[config.mk]
export PLATFORM = sky130hd
export DESIGN_NAME = smp_isqrt
export DESIGN_NICKNAME = d
export VERILOG_FILES = /design/src/rtl/core/smp_pkg.sv /design/src/rtl/core/smp_isqrt.sv
export SDC_FILE = /design/constraint.sdc
export NUM_CORES = 1
export LEC_CHECK = 0
export BUFFER_PORTS_ARGS = -buffer_cell sky130_fd_sc_hd__clkbuf_2
export CAP_MARGIN = 20
export CORE_MARGIN = 4
export CORE_UTILIZATION = 45
export DETAILED_ROUTE_END_ITERATION = 7
export REMOVE_ABC_BUFFERS = 1
export SLEW_MARGIN = 20
export SYNTH_ARGS = -nofsm -noshare
export SYNTH_HDL_FRONTEND = slang
export SYNTH_SLANG_ARGS = --single-unit
[constraint.sdc]
create_clock -name clk_i -period 9.41 [get_ports clk_i]
set_clock_uncertainty 0.1 [all_clocks]
set_input_delay 0.4705 -clock clk_i [delete_from_list [all_inputs] [get_ports clk_i]]
set_output_delay 0.4705 -clock clk_i [all_outputs]
set_load 0.01 [all_outputs]
[src/rtl/core/smp_pkg.sv]
`timescale 1ns / 1ps
// ----------------------------------------------------------------------------
// smp_pkg: shared types and constants
// Register indexes, sequencer states and fixed limits of the move controller.
// ----------------------------------------------------------------------------
package smp_pkg;

  localparam int unsigned CfgIdxW = 3;
  localparam int unsigned CfgDataW = 21;

  localparam logic [CfgIdxW-1:0] RegTarget  = 3'd0;
  localparam logic [CfgIdxW-1:0] RegCruise  = 3'd1;
  localparam logic [CfgIdxW-1:0] RegRamp    = 3'd2;
  localparam logic [CfgIdxW-1:0] RegPGain   = 3'd3;
  localparam logic [CfgIdxW-1:0] RegIGain   = 3'd4;
  localparam logic [CfgIdxW-1:0] RegHGain   = 3'd5;
  localparam logic [CfgIdxW-1:0] RegPwmLim  = 3'd6;

  localparam logic CmdStart = 1'b0;
  localparam logic CmdTick  = 1'b1;

  // square root unit operand width
  localparam int unsigned SqW = 40;

  typedef enum logic [3:0] {
    ST_IDLE,
    ST_START,
    ST_SQRT_S,
    ST_DIV,
    ST_TICK,
    ST_SQRT_T,
    ST_PI_R,
    ST_PI_L,
    ST_OUT
  } state_e;

endpackage

[src/rtl/core/smp_isqrt.sv]
`timescale 1ns / 1ps
// ----------------------------------------------------------------------------
// smp_isqrt: iterative integer square root
// Truncating root, one result bit per cycle (digit by digit).
// ----------------------------------------------------------------------------
module smp_isqrt
  import smp_pkg::*;
(
  input  logic              clk_i,
  input  logic              rst_ni,
  input  logic              start_i,
  input  logic [SqW-1:0]    x_i,
  output logic              busy_o,
  output logic [SqW/2-1:0]  root_o
);

  localparam int unsigned StepW = $clog2(SqW/2 + 1);

  logic [SqW-1:0]   rem_q, rem_d;
  logic [SqW/2-1:0] root_q, root_d;
  logic [SqW-1:0]   x_q, x_d;
  logic [StepW-1:0] cnt_q, cnt_d;
  logic             busy_q, busy_d;

  logic [SqW+1:0]   rem_sh;
  logic [SqW+1:0]   trial;

  // one bit of root per step
  always_comb begin
    rem_sh = {rem_q, x_q[SqW-1 -: 2]};
    trial  = {{(SqW/2){1'b0}}, root_q, 2'b01};
    rem_d  = rem_q;
    root_d = root_q;
    x_d    = x_q;
    cnt_d  = cnt_q;
    busy_d = busy_q;
    if (start_i) begin
      rem_d  = '0;
      root_d = '0;
      x_d    = x_i;
      cnt_d  = StepW'(SqW/2);
      busy_d = 1'b1;
    end else if (busy_q) begin
      x_d = {x_q[SqW-3:0], 2'b00};
      if (rem_sh >= trial) begin
        rem_d  = SqW'(rem_sh - trial);
        root_d = {root_q[SqW/2-2:0], 1'b1};
      end else begin
        rem_d  = SqW'(rem_sh);
        root_d = {root_q[SqW/2-2:0], 1'b0};
      end
      cnt_d = cnt_q - 1'b1;
      if (cnt_q == StepW'(1)) busy_d = 1'b0;
    end
  end

  always_ff @(posedge clk_i or negedge rst_ni) begin
    if (!rst_ni) begin
      busy_q <= 1'b0;
      cnt_q  <= '0;
    end else begin
      busy_q <= busy_d;
      cnt_q  <= cnt_d;
    end
  end

  always_ff @(posedge clk_i) begin
    rem_q  <= rem_d;
    root_q <= root_d;
    x_q    <= x_d;
  end

  assign busy_o = busy_q;
  assign root_o = root_q;

endmodule

# Word-level counts from Yosys, hierarchy flattened
# Cells that the tools add are included.
[totals] reg_bits=106 latchBits=0 ramBits=0 rom_bits=0 inputBits=43 out_inout_bits=21 wordCells=19 n_memories=0
[classes] add_sub_neg=2 mul=0 div=0 magnitude_cmp=1 n_eq_ne=1 shifts=0 n_mux=9 bitwise_logic=0 n_reduce_logical=1
[op_table] operator="$mux W40" count=3
[op_table] operator="$ge A42 B22 Y1" count=1
[op_table] operator="$sub A40 B22 Y40" count=1
[op_table] operator="$mux W5" count=2
[op_table] operator="$eq A5 B1 Y1 const B" count=1
[op_table] operator="$sub A5 B1 Y5 const B" count=1
[op_table] operator="$mux W1" count=4
[op_table] operator="$reduce_bool A2 Y1" count=1

# Depth between registers and ports, before layout
[logic_depth] depth_word=4 depth_mapped=14 depth_no_buf=10

# Worst setup path after synthesis
# Ideal clock, no wire load.
[synth_timing] path_kind="register to register" from="register root_q[13] (netlist: root_o[13])" to="register rem_q[24]" setup_ps=122 arrival_time_ps=2845 required_time_ps=9188 setup_slack_ps=6343 path_stages_with_launch=12 n_path_buf=1 period_less_slack_ps=3067 cell_sequence="dfxtp_1 inv_1 ha_1 buf_2 nand4_4 or4_4 or3_4 nand2_4 o21ai_4 a21o_4 o311a_1 a221o_1"
[synth_between] elab_chain_len=2 word_cells_on_any_way=3 classes_between="add/sub (1); order compare (1); mux (1)"
[synth_rtl] element="start, declared" line="smp_isqrt.sv:20" text="logic [SqW/2-1:0] root_q, root_d;"
[synth_rtl] element="start signal, assigned" line="smp_isqrt.sv:69" text="root_q <= root_d;"
[synth_rtl] element="$sub A40 B22 Y40 or $ge A42 B22 Y1 (tied branches)" line="smp_isqrt.sv:46, smp_isqrt.sv:45"
[synth_rtl] element="$mux W40 (*)" line="smp_isqrt.sv:45" text="if (rem_sh >= trial) begin"
[synth_rtl] element="end signal, assigned" line="smp_isqrt.sv:68" text="rem_q <= rem_d;"
[synth_rtl] element="end, declared" line="smp_isqrt.sv:19" text="logic [SqW-1:0] rem_q, rem_d;"
# Mark *: on every way between the ends. The rest lies on a longest branch, timed or not.
# A chain may end at the register's enable or synchronous reset.

# Worst setup path in the final report
[layout_timing] from="register root_q[13] (netlist: root_o[13])" to="register rem_q[25]"
# The elaborated chain is that of the path after synthesis.

==> metrics <==
Min-Delay Path Depth=2; Syn Area/Cell=9.77 µm²; vias=4599; initial antenna violation count=0; Setup Crit Path Kind=flip-flop to flip-flop; first-pass GRT wire length=21700 µm; Max-slew headroom=51.2%; setup TNS=0 ns; hpwl dp=9190 µm; min-delay worst type=input port to flip-flop; WP depth=11; period utilization=35.8%; Crit. End Element=flip-flop; number of synthesized register bits=106; drt wl/cell=15.4 µm; slew of the pin with the lowest slew margin=0.733 ns; drt initial violations=226; Via density=5.44; Top FF cell, synth=dfxtp_1; core area=13200 µm²; overall routed net length=13000 µm; Syn Std Cell Area=6060 µm²; Slowest Stage Delay on Critical Path=0.58 ns; Antenna Nets Post-Route=0; Skew-Pair Late Insertion Delay=0.36 ns; die footprint=15400 µm²; post-synthesis sequential area ratio=42.1%; CTS Buf Count=9; Fill cells=1232; Setup crit start kind=flip-flop; most common cell after layout, fill and taps aside=nor2_1; Rows=42; chip width=124 µm; Initial Utilization=45.9%; CTS sink count=106; largest net degree at the start of global routing=62; highest net fanout along the worst path=25; status=finished clean; Worst Path Arrival=3.55 ns; Initial DRT Pass Iterations=4; Critical Path RT=9.59 ns; final setup violation count=0; synthesized instance count=620; vias in the first global route=4408; max cap viols=0; Antenna diodes=0; Die Y-Extent=124 µm; Period minus WS final=3.37 ns; CTS max path bufs=2; Yosys warning count=0; DRC violations left=0; Leak=2.78 nW; Final WS setup=6.04 ns; unrepaired setup endpoints after global routing=false; CP max stage cell=or4_4; io pins=64; Slew Limit Fails=0; Congestion Overflow GR=0; commonest cells after routing, fill and taps aside=77 x nor2_1, 62 x clkbuf_2, 60 x dfxtp_1; Power Density=316 nW/µm²; fmax=297 MHz; post-cts resize count=0; area delta synth->final=12.2%; Place WS=5.89 ns; CTS tree=done; critical path, cell by cell=inv_1 -> ha_1 -> nand4_4 -> or4_4 -> or3_4 -> nand2_4 -> nor2_4 -> buf_16 -> nor4_1 -> xnor2_1 -> a211oi_2; share of cells above drive strength 1=21.7%; final hold violation count=0; fraction of registers with async set or reset after synthesis=5.66%; nets@finish=731; delay-heaviest family, CP=simple AND/OR/NAND/NOR gates; crit path from=root_o[13]; Clock Tree Root=clkbuf_16; Post-CTS Setup Bufs=0; Routability Congestion=0.926; total global-route track usage=17.8%; HP Start=x_i[1]; H-Tree Depth=3; worst vdd ir=0.000107 V; RR Startpoint=root_o[13]; Reg clk slew, reported paths=0.07 ns; number of flops mapped to enable cells by yosys=40; Synth cell types=66; Port Buffers=63; R2R cell count=11; Crit path buffers/inverters=2
## worst register-to-register path: stages, from the launching register on
cell and delay, ns:
dfxtp_1 0.40, inv_1 0.06, ha_1 0.46, nand4_4 0.20, or4_4 0.58, or3_4 0.40, nand2_4 0.10, nor2_4 0.13
buf_16 0.21, nor4_1 0.34, xnor2_1 0.12, a211oi_2 0.21
## area by class of cell
cell class,count,area [µm²],area share (%)
multi-input cells,451,3240,47.6
flip-flops and latches,106,2550,37.6
repair buffers,68,378,5.56
clock buffers,10,229,3.37
well taps,176,220,3.24
inverters,28,105,1.55
clock inverters,6,72.6,1.07
## what timing repair did
action                                 4_1_cts  5_1_grt
endpoints found under the hold margin        6        0
hold buffers                                 1        0
setup endpoints to repair                    0        0
## final timing paths
| kind | endpoint | slack [ns] |
|---|---|---|
| worst max-delay path | rem_q[25] | 6.04 |
| worst min-delay path | x_q[1] | 0.29 |
| worst max register to register | rem_q[25] | 6.04 |
| worst min register to register | rem_q[13] | 0.39 |
| max in group asynchronous | busy_o | 8.68 |
| min in group asynchronous | cnt_q[1] | 0.37 |
## cell families after synthesis
logic type | count (synthesis) | share of synthesized area (%)
simple gates | 196 | 17.0
fa+ha+maj | 24 | 4.96
compound gates | 129 | 14.6
buf+inv | 63 | 4.42
xor+xnor | 38 | 5.50
flops | 106 | 42.1
mux | 64 | 11.4
## state kept, by name, indices dropped and copies added, names as in the netlist
register,flops
cnt_q,5
rem_q,40
x_q,40
root_o,20
busy_o,1
## power breakdown
group	leakage [nW]	switching [mW]	internal, mW
Combinational	1.65	0.615	0.483
Sequential	0.986	0.0874	0.575
Clock	0.149	0.176	0.210
Total	2.78	0.878	1.27
## synth_stat cells (4+ instances only)
cell type / instances / share of area (%)
xor2_1: 10 / 1.4
nor2b_1: 6 / 0.62
a31oi_1: 6 / 0.62
inv_1: 28 / 1.7
o21ai_0: 22 / 1.8
edfxtp_1: 40 / 20
dfrtp_1: 6 / 2.5
mux2i_1: 26 / 4.3
nand2b_1: 7 / 0.72
a21oi_1: 31 / 2.6
a21o_1: 10 / 1.2
nor4_2: 4 / 0.83
clkbuf_1: 26 / 1.6
xnor2_1: 28 / 4.0
nand2_1: 37 / 2.3
nor3_1: 16 / 1.3
a211oi_1: 28 / 3.5
nor4_1: 4 / 0.41
nor2_1: 78 / 4.8
mux2_2: 38 / 7.1
buf_2: 4 / 0.33
and2_1: 4 / 0.41
ha_1: 24 / 5.0
dfxtp_1: 60 / 20
o211ai_1: 6 / 0.74
nand3_1: 10 / 0.83
## layer usage
metal	vias up	GRT usage, %	share of wire, %	wire (µm)
li1	2337	-	-	-
met1	2145	24.7	48	6200
met2	98	26.9	45	5830
met3	19	4.13	5.4	695
met4	0	7.05	2.0	257
met5	-	0	0	0
## metrics by stage
stage	instances	power [mW]	cell area (µm²)	utilization, %	hold WS, ns
after floorplan	585	1.52	5890	-	0.0749
after global placement	827	1.73	6450	48.9	0.197
after detailed placement	827	1.74	6450	48.9	0.202
after CTS	844	2.15	6770	51.3	0.279
after global routing	845	2.32	6800	51.5	0.305
final	845	2.15	6800	51.5	0.292
Note: power is estimated with default switching activity, not from simulation.
