===== config.mk =====
export PLATFORM = sky130hd
export DESIGN_NAME = smp_divu
export DESIGN_NICKNAME = d
export VERILOG_FILES = /design/src/rtl/core/smp_pkg.sv /design/src/rtl/core/smp_divu.sv
export SDC_FILE = /design/constraint.sdc
export NUM_CORES = 1
export LEC_CHECK = 0
export ABC_AREA = 1
export BUFFER_PORTS_ARGS = -buffer_cell sky130_fd_sc_hd__buf_2
export CAP_MARGIN = 20
export CORE_ASPECT_RATIO = 0.5
export CORE_MARGIN = 2
export CORE_UTILIZATION = 59
export CTS_CLUSTER_DIAMETER = 40
export CTS_CLUSTER_SIZE = 8
export DETAILED_ROUTE_END_ITERATION = 6
export MAX_ROUTING_LAYER = met4
export PLACE_DENSITY_LB_ADDON = 0.08
export SYNTH_ARGS = -nofsm -noshare
export SYNTH_HDL_FRONTEND = slang
export SYNTH_SLANG_ARGS = --single-unit

===== constraint.sdc =====
create_clock -name clk_i -period 3.8 [get_ports clk_i]
set_clock_uncertainty 0.2 [all_clocks]
set_input_delay 0.95 -clock clk_i [delete_from_list [all_inputs] [get_ports clk_i]]
set_output_delay 0.95 -clock clk_i [all_outputs]
set_load 0.02 [all_outputs]

===== src/rtl/core/smp_pkg.sv =====
`timescale 1ns / 1ps
// ----------------------------------------------------------------------------
// smp_pkg: shared types and constants
// Register indexes, sequencer states and fixed limits of the move controller.
// ----------------------------------------------------------------------------
package smp_pkg;

  localparam int unsigned CfgIdxW = 3;
  localparam int unsigned CfgDataW = 21;

  localparam logic [CfgIdxW-1:0] RegTarget  = 3'd0;
  localparam logic [CfgIdxW-1:0] RegCruise  = 3'd1;
  localparam logic [CfgIdxW-1:0] RegRamp    = 3'd2;
  localparam logic [CfgIdxW-1:0] RegPGain   = 3'd3;
  localparam logic [CfgIdxW-1:0] RegIGain   = 3'd4;
  localparam logic [CfgIdxW-1:0] RegHGain   = 3'd5;
  localparam logic [CfgIdxW-1:0] RegPwmLim  = 3'd6;

  localparam logic CmdStart = 1'b0;
  localparam logic CmdTick  = 1'b1;

  // square root unit operand width
  localparam int unsigned SqW = 40;

  typedef enum logic [3:0] {
    ST_IDLE,
    ST_START,
    ST_SQRT_S,
    ST_DIV,
    ST_TICK,
    ST_SQRT_T,
    ST_PI_R,
    ST_PI_L,
    ST_OUT
  } state_e;

endpackage


===== src/rtl/core/smp_divu.sv =====
`timescale 1ns / 1ps
// ----------------------------------------------------------------------------
// smp_divu: iterative unsigned divider
// Restoring division of a 27 bit dividend by a 12 bit divisor, one bit a cycle.
// ----------------------------------------------------------------------------
module smp_divu
  import smp_pkg::*;
(
  input  logic        clk_i,
  input  logic        rst_ni,
  input  logic        start_i,
  input  logic [26:0] num_i,
  input  logic [11:0] den_i,
  output logic        busy_o,
  output logic [26:0] quot_o
);

  logic [26:0] quo_q, quo_d;
  logic [12:0] rem_q, rem_d;
  logic [11:0] den_q, den_d;
  logic [4:0]  cnt_q, cnt_d;
  logic        busy_q, busy_d;
  logic [13:0] rem_sh;

  // shift, compare and subtract each step
  always_comb begin
    rem_sh = {rem_q, quo_q[26]};
    quo_d  = quo_q;
    rem_d  = rem_q;
    den_d  = den_q;
    cnt_d  = cnt_q;
    busy_d = busy_q;
    if (start_i) begin
      quo_d  = num_i;
      rem_d  = '0;
      den_d  = den_i;
      cnt_d  = 5'd27;
      busy_d = 1'b1;
    end else if (busy_q) begin
      if (rem_sh >= {2'b00, den_q}) begin
        rem_d = 13'(rem_sh - {2'b00, den_q});
        quo_d = {quo_q[25:0], 1'b1};
      end else begin
        rem_d = 13'(rem_sh);
        quo_d = {quo_q[25:0], 1'b0};
      end
      cnt_d = cnt_q - 1'b1;
      if (cnt_q == 5'd1) busy_d = 1'b0;
    end
  end

  always_ff @(posedge clk_i or negedge rst_ni) begin
    if (!rst_ni) begin
      busy_q <= 1'b0;
      cnt_q  <= '0;
    end else begin
      busy_q <= busy_d;
      cnt_q  <= cnt_d;
    end
  end

  always_ff @(posedge clk_i) begin
    quo_q <= quo_d;
    rem_q <= rem_d;
    den_q <= den_d;
  end

  assign busy_o = busy_q;
  assign quot_o = quo_q;

endmodule


# --- Word-level counts from Yosys, hierarchy flattened ---
# Index checks and enable logic that the tools add are counted.
word_totals:
  reg_bits: 58
  latch_bits: 0
  mem_bits_rw: 0
  romBits: 0
  in_bits: 42
  mem_count: 0
op_classes:
  n_addsub: 2
  mul: 0
  div: 0
  n_lt_le_gt_ge: 1
  n_eq_ne: 1
  shift: 0
  mux: 9
  bitwise: 0
  n_reduce_logical: 1
op_table:
  columns: ["op", "n"]
  rows:
  - ["$mux 27", 2]
  - ["$ge 14x12->1", 1]
  - ["$mux 13", 1]
  - ["$sub 13x12->13", 1]
  - ["$mux 5", 2]
  - ["$eq 5x1->1 const B", 1]
  - ["$sub 5x1->5 const B", 1]
  - ["$mux 1", 4]
  - ["$reduce_bool 2->1", 1]

# --- Longest topological paths before layout ---
# Gate-level depths: netlist of the first run.
depth:
  depth_word: 4
  depth_mapped: 13

# --- Least setup slack after synthesis of the first run ---
# No wires, ideal clock.
synth_path:
  kind: "input -> register"
  startpoint: "input port start_i"
  endpoint: "register quo_q[0], in the netlist quot_o[0] (enable)"
  t_arrival_ns: 1.854
  required_time_ns: 3.225
  path_slack_ns: 1.371
  stages: 3
  path_buffers: 1
  path_cell_list: "nor2_1 -> clkbuf_1 -> inv_1"
synth_between:
  elab_chain_len: 1
synth_lines:
  columns: ["element", "line_no", "text"]
  rows:
  - ["from (decl)", "smp_divu.sv:11", "input logic start_i,"]
  - ["$reduce_bool 2->1 (no source line)", null, null]
  - ["to (signal assigned)", "smp_divu.sv:63", "quo_q <= quo_d;"]
  - ["to (decl)", "smp_divu.sv:18", "logic [26:0] quo_q, quo_d;"]
# Every way passes these cells.
# A chain may end at the register's enable or synchronous reset.

# --- Final worst setup path of the first run ---
layout_path:
  startpoint: "register quo_q[26], in the netlist quot_o[26]"
  endpoint: "register rem_q[8]"
layout_between:
  elab_chain_len: 2
  word_cells_on_any_way: 3
layout_lines:
  columns: ["element", "line_no", "text"]
  rows:
  - ["$sub 13x12->13 / $ge 14x12->1 (equally long branches)", "smp_divu.sv:41, smp_divu.sv:40", null]
  - ["$mux 13 (*)", "smp_divu.sv:40", "if (rem_sh >= {2'b00, den_q}) begin"]
  - ["to (signal assigned)", "smp_divu.sv:64", "rem_q <= rem_d;"]
  - ["to (decl)", "smp_divu.sv:19", "logic [12:0] rem_q, rem_d;"]
# Mark *: on every way between the ends. The rest lies on a longest branch, timed or not.

==> metrics.md, run 1 <==
| Metric | Value |
|---|---|
| Area leader, netlist | edfxtp_1 |
| Mapped Cells | about 420 |
| GRT overflow | 0 |
| Tot Pwr | 2.81 mW |
| Synthesized flop and latch total | 58 |
| IO Pins | 70 |
| Synth cell count leaders | nand2_1 (169), inv_1 (55), edfxtp_1 (39), nand3_1 (23) |
| First-pass GRT wire length | 13000 um |
| Synth Area per Inst | 8.04 um^2 |
| Wire per inst | 13.8 um |
| Final hold viol count | 0 |
| Initial antenna violation count | 0 |
| Yosys warning count | 0 |
| Crit path cell chain | inv_1 -> ha_1 -> inv_1 -> fa_1 -> nand2_1 -> nand3_2 -> nand3_1 -> nand3b_1 -> nand3_2 -> nand2_1 |
| Startpoint types | flip-flop |
| Initial cell density of the core | 0.612 |
| Largest net degree at the start of global routing | 28 |
| Max incr delay on CP | roughly 440 ps |
| Internal Power | about 1.8 mW |
| Port Buffers | 69 |
| Sw Pwr | 1.01 mW |
| Initial DRT Pass Iterations | 5 |
| Worst Path Required | 3810 ps |
| R2r setup slk | ~1400 ps |
| Cell with the most instances after synthesis | nand2_1 |
| Post-synth EDFFs | 39 |
| PostCTS Resize Cnt | 0 |
| CTS tree | done |
| FILL cells | just over 400 |
| CP startpoint | quot_o[26] |
| LEAKAGE | 2.15 nW |
| Part of the Yosys area used for sequential elements | 0.473 |
| Dpl hpwl | 5620 um |
| Maximum vdd drop | about 0.36 mV |
| # setup viols final | 0 |
| Die Area | 6320 um^2 |
| CTS Hold Bufs | 0 |
| Final min period | 2390 ps |
| TNS Setup | 0 ps |
| Via-to-Cell Ratio | ~5 |
| Clock power frac | 0.324 |
| Critical Path AT | 2400 ps |
| Reg-to-reg startpoint | quot_o[26] |
| Row count | 19 |
| Tcrit/Tclk final | 0.628 |
| Setup CP Type | flip-flop to flip-flop |
| Critical path endpoint category | flip-flop |
| Worst r2r dst | rem_q[8] |
| CTS sink count | 58 |
| WL final | a little under 8000 um |
| Antenna viol nets, final | 0 |
| Share of cells above drive strength 1 | 0.244 |
| Post-CTS Setup Repair Bufs | 0 |
| Synthesized Nets | 473 |
| Final GP Congestion | 0.935 |
| Result of the run | complete, no violations |
| Worst path depth | 10 |
| Global Route Usage Sum | 0.271 |
| Crit-path leading delay family | simple AND/OR/NAND/NOR gates |
| Root buf cell | clkbuf_16 |
| Clk slew on worst S/H paths | 50 ps |
| RSZ-0062 raised after global routing | no |
| Post-synthesis cell area | 3340 um^2 |
| Cell at the slowest stage of the critical path | fa_1 |
| DRC | 0 |
| Final instance area | 4080 um^2 |
| P per Cell Area | 689 nW/um^2 |
| Area Growth Syn to Fin | 22.0% |
| Util after Layout | 0.746 |
| Gate power share | 0.370 |
| Chip width | 110 um |
| Die Y | 57.2 um |
| Ys flop type | edfxtp_1 |
| Fmax achieved | 0.419 GHz |
| Final Hold Slack | 241 ps |
| Area after DPL | 3750 um^2 |
| Via count | 2914 |
| Switching share of power | 0.361 |
| Relative slew slack | 0.637 |
| FF/Latch Area | roughly 1600 um^2 |
| Core Area | 5470 um^2 |
| Clock Path Buffers | 2 |
| Clock latency on the worst-skew pair | 320 ps |
| Crit-path max FO | 12 |
| Area of the multi-input gates | 1470 um^2 |
| Worst setup path endpoint | rem_q[8] |
| CTS H-tree depth | 3 |
| Synth top area share | 0.350 |
| Sequential power share | 0.306 |
| Slew Limit Fails | 0 |
| Ranking of synthesized cells by area | edfxtp_1 (35%), nand2_1 (19%), dfxtp_1 (7.8%) |
| FF-to-FF path depth | 10 |
| Worst path bufs/invs | 2 |
| Ant diodes | 0 |
| Async set-reset flop share out of synthesis | 0.103 |
| DR iter-0 viols | 232 |
| Synth cell types | 29 |
| Number of global-route vias before repair | 2801 |
| TritonCTS Buffers | 9 |
| Worst Hold Class | input port to async pin |
| Final #Nets | 547 |
| Measured slew at the worst slew-check pin | between 500 and 600 ps |
| Total of max-cap violations | 0 |
[cell type report]
cell class | count | share of cell area
repair buffers | 74 | 0.0938
clock buffers | 11 | 0.0570
clock inverters | 5 | 0.0251
flip-flops and latches | 58 | 0.387
inverters | 59 | 0.0543
well taps | 73 | 0.0224
multi-input cells | 288 | 0.360
[registers in the layout, indices dropped and copies added, names as in the netlist]
name	flops
rem_q	13
quot_o	27
busy_o	1
cnt_q	5
den_q	12
[how the worst min path moves through the flow]
stage,end,start,slack [ps]
5_1_grt,cnt_q[2],rst_ni,250
3_5_place_dp,rem_q[9],rem_q[9],270
2_1_floorplan,rem_q[3],rem_q[3],240
4_1_cts,cnt_q[0],rst_ni,240
6_report,cnt_q[3],rst_ni,240
3_3_place_gp,rem_q[9],rem_q[9],260
[metal layers]
metal | up-vias | share of wire | GRT usage
li1 | 1460 | - | -
met3 | 15 | 0.080 | 0.0733
met4 | 0 | 0.015 | 0.0893
met5 | - | 0 | -
met1 | 1314 | 0.46 | 0.363
met2 | 125 | 0.44 | 0.407
[cell families (layout without fill, tap and decap cells)]
| group | count (synthesis) | after routing | share of synthesized area |
|---|---|---|---|
| AOI/OAI and AO/OA | 17 | 17 | 0.0288 |
| xor gates and xnor gates | 6 | 6 | 0.0157 |
| adders and majority gates | 15 | 15 | 0.0584 |
| buffers and inverters | 70 | 149 | 0.0879 |
| DFF | 58 | 58 | 0.473 |
| and+or+nand+nor | 250 | 250 | 0.336 |
[cell usage in the layout (no fill, tap or decap), types with 2 or more instances in the layout]
master	netlist	layout
nand2_1	169	169
buf_2	0	69
inv_1	55	55
edfxtp_1	39	39
nand3_1	23	23
nand2_2	14	14
nor2_1	14	14
ha_1	14	14
dfxtp_1	13	13
nand3b_1	10	10
clkbuf_16	0	9
a21oi_1	7	7
nand3_2	6	6
o21ai_0	6	6
nand4_1	6	6
dfrtp_1	6	6
xnor2_1	5	5
buf_4	2	5
inv_2	4	4
nor2_2	4	4
bufinv_16	0	3
nor2_4	2	2
a21oi_2	2	2
clkbuf_1	7	2
[per-stage QoR]
| stage | cells | worst slack, ps |
|---|---|---|
| finish | 568 | 1410 |
| CTS | 568 | 1420 |
| detailed placement | 552 | 1290 |
| floorplan | 416 | 1370 |
| global placement | 552 | 1350 |
| global route | 568 | 1260 |
[power groups by stage]
stage / sequential (mW) / clock, mW / combinational, mW
floorplan: 0.890 / 0 / 0.801
global placement: 0.864 / 0 / 0.994
detailed placement: 0.866 / 0 / 1.02
CTS: 0.859 / 0.919 / 1.03
global route: 0.871 / 0.947 / 1.16
finish: 0.861 / 0.911 / 1.04
Note: power is estimated with default switching activity, not from simulation.
==> inputs of run 2 (changes only) <==
--- a/config.mk
+++ b/config.mk
@@ -10,7 +10,7 @@
 export CAP_MARGIN = 20
 export CORE_ASPECT_RATIO = 0.5
 export CORE_MARGIN = 2
-export CORE_UTILIZATION = 59
+export CORE_UTILIZATION = 50
 export CTS_CLUSTER_DIAMETER = 40
 export CTS_CLUSTER_SIZE = 8
 export DETAILED_ROUTE_END_ITERATION = 6
==> constraint.sdc (replaced) <==
create_clock -name clk_i -period 2.15 [get_ports clk_i]
set_clock_uncertainty 0.2 [all_clocks]
set_input_delay 0.5375 -clock clk_i [delete_from_list [all_inputs] [get_ports clk_i]]
set_output_delay 0.5375 -clock clk_i [all_outputs]
set_load 0.02 [all_outputs]
==> metrics.md, run 2 (same netlist as run 1, synthesis figures left out) <==
| Metric | Value |
|---|---|
| Result of the run | complete, no violations |
| Critical path endpoint category | flip-flop |
| Slew Limit Fails | 0 |
| Wire per inst | 13.2 um |
| Die Area | 7400 um^2 |
| Most common cell type on the critical path | nand2_2 |
| Root buf cell | clkbuf_16 |
| Worst Path Required | approximately 2200 ps |
| Chip width | 120 um |
| Core Area | 6260 um^2 |
| Worst Hold Class | input port to flip-flop |
| Largest net degree at the start of global routing | 28 |
| Crit path cell chain | inv_2 -> ha_4 -> inv_4 -> fa_2 -> nand2_2 -> nand3_4 -> nand2_4 -> nand3_4 -> buf_8 -> nand2_2 -> nand2_2 -> o21ai_2 |
| # setup viols final | 0 |
| Clk slew on worst S/H paths | ~50 ps |
| First-pass GRT wire length | roughly 12000 um |
| Area after DPL | 3840 um^2 |
| WL final | approximately 7900 um |
| IO Pins | 70 |
| Initial antenna violation count | 0 |
| RSZ-0062 raised after global routing | yes |
| Final #Nets | 560 |
| Measured slew at the worst slew-check pin | 350 ps |
| Initial cell density of the core | 0.535 |
| Clock latency on the worst-skew pair | 330 ps |
| Via count | between 2000 and 3000 |
| Fmax achieved | between 0.4 and 0.5 GHz |
| Util after Layout | 0.687 |
| Number of global-route vias before repair | 2634 |
| LEAKAGE | 2.24 nW |
| Final min period | between 2000 and 2500 ps |
| Clock power frac | 0.292 |
| Final GP Congestion | around 0.9 |
| Critical Path AT | approximately 2200 ps |
| Share of cells above drive strength 1 | 0.287 |
| Number of flip-flops in the largest register | 27 |
| Maximum vdd drop | 0.580 mV |
| Global Route Usage Sum | 0.231 |
| Relative slew slack | 0.767 |
| Sw Pwr | 1.89 mW |
| Tcrit/Tclk final | 0.979 |
| Setup CP Type | flip-flop to flip-flop |
| DRC | 0 |
| Pre-CTS setup slack | 52.2 ps |
| Final hold viol count | 0 |
| CTS tree | done |
| Ant diodes | 0 |
| Sequential power share | 0.292 |
| TritonCTS Buffers | 9 |
| Switching share of power | 0.362 |
| Tot Pwr | 5.21 mW |
| Startpoint types | flip-flop |
| Final instance area | 4300 um^2 |
| Clock Path Buffers | 2 |
| Cell Count, Final, Fillers Out | 596 |
| CTS sink count | 58 |
| Total of max-cap violations | 0 |
| Most common cell after layout, fill and taps aside | nand2_1 |
| TNS Setup | 0 ps |
| Placed Cells | 577 |
| GRT overflow | 0 |
| Final Hold Slack | 179 ps |
| Crit-path max FO | 5 |
| DR iter-0 viols | 181 |
| Via-to-Cell Ratio | 4.83 |
| Antenna viol nets, final | 0 |
| Area Growth Syn to Fin | 28.5% |
| Row count | 20 |
| Final worst slack | roughly 45 ps |
| CTS H-tree depth | 3 |
| Port Buffers | ~70 |
| Dpl hpwl | 5610 um |
| Cell at the slowest stage of the critical path | fa_2 |
| Initial DRT Pass Iterations | 5 |
| Max incr delay on CP | 390 ps |
| Gate power share | 0.415 |
| P per Cell Area | 1210 nW/um^2 |
| Internal Power | 3.33 mW |
| Commonest non-fill, non-tap cells in the layout | nand2_1 (165), buf_2 (69), inv_1 (52) |
| Die Y | 61.8 um |
==> run 2: cell type report <==
cell class / instances / area (um^2)
clock buffers: 12 / 246
clock inverters: 4 / 67.6
fillers: 562 / 1960
inverters: 59 / 224
multi-input cells: 288 / 1550
flip-flops and latches: 58 / 1580
well taps: 88 / 110
repair buffers: 87 / 515
==> run 2: worst paths after layout <==
check,from,endpoint,slack (ps),cells after the start
max,quot_o[26],rem_q[2],50,12
min,den_i[3],den_q[3],180,1
max reg2reg,quot_o[26],rem_q[2],50,12
min reg2reg,rem_q[7],rem_q[7],270,2
max in group asynchronous,rst_ni,busy_o,1240,2
min in group asynchronous,rst_ni,cnt_q[3],360,2
==> run 2: routing by layer <==
layer  part of all wire  track usage  vias up
met5                  0            -        -
met1               0.48        0.291     1294
li1                   -            -     1498
met3              0.072       0.0739        8
met2               0.44        0.356       79
met4             0.0082       0.0857        0
==> run 2: power by group through the flow <==
stage                     Clock (mW)  Sequential [mW]  Combinational (mW)
after floorplan                    0             1.57                1.42
after global placement             0             1.54                1.88
after detailed placement           0             1.53                1.89
after CTS                       1.54             1.52                1.90
after global routing            1.59             1.55                2.39
final                           1.52             1.52                2.17
==> run 2: timing repair <==
| action | in CTS | in global routing |
|---|---|---|
| setup endpoints to repair | 0 | 14 |
| hold buffers | 1 | 0 |
| endpoints found under the hold margin | 6 | 0 |
| setup buffers | 0 | 1 |
| resized for setup | 0 | 26 |
==> run 2: worst max-delay path, delay by kind of cell, from the launching register on <==
kind                       cells  cell delay (ps)
AOI/OAI and AO/OA              1              120
adders and majority gates      2              530
DFF                            1              380
buffers and inverters          3              290
and+or+nand+nor                6              520
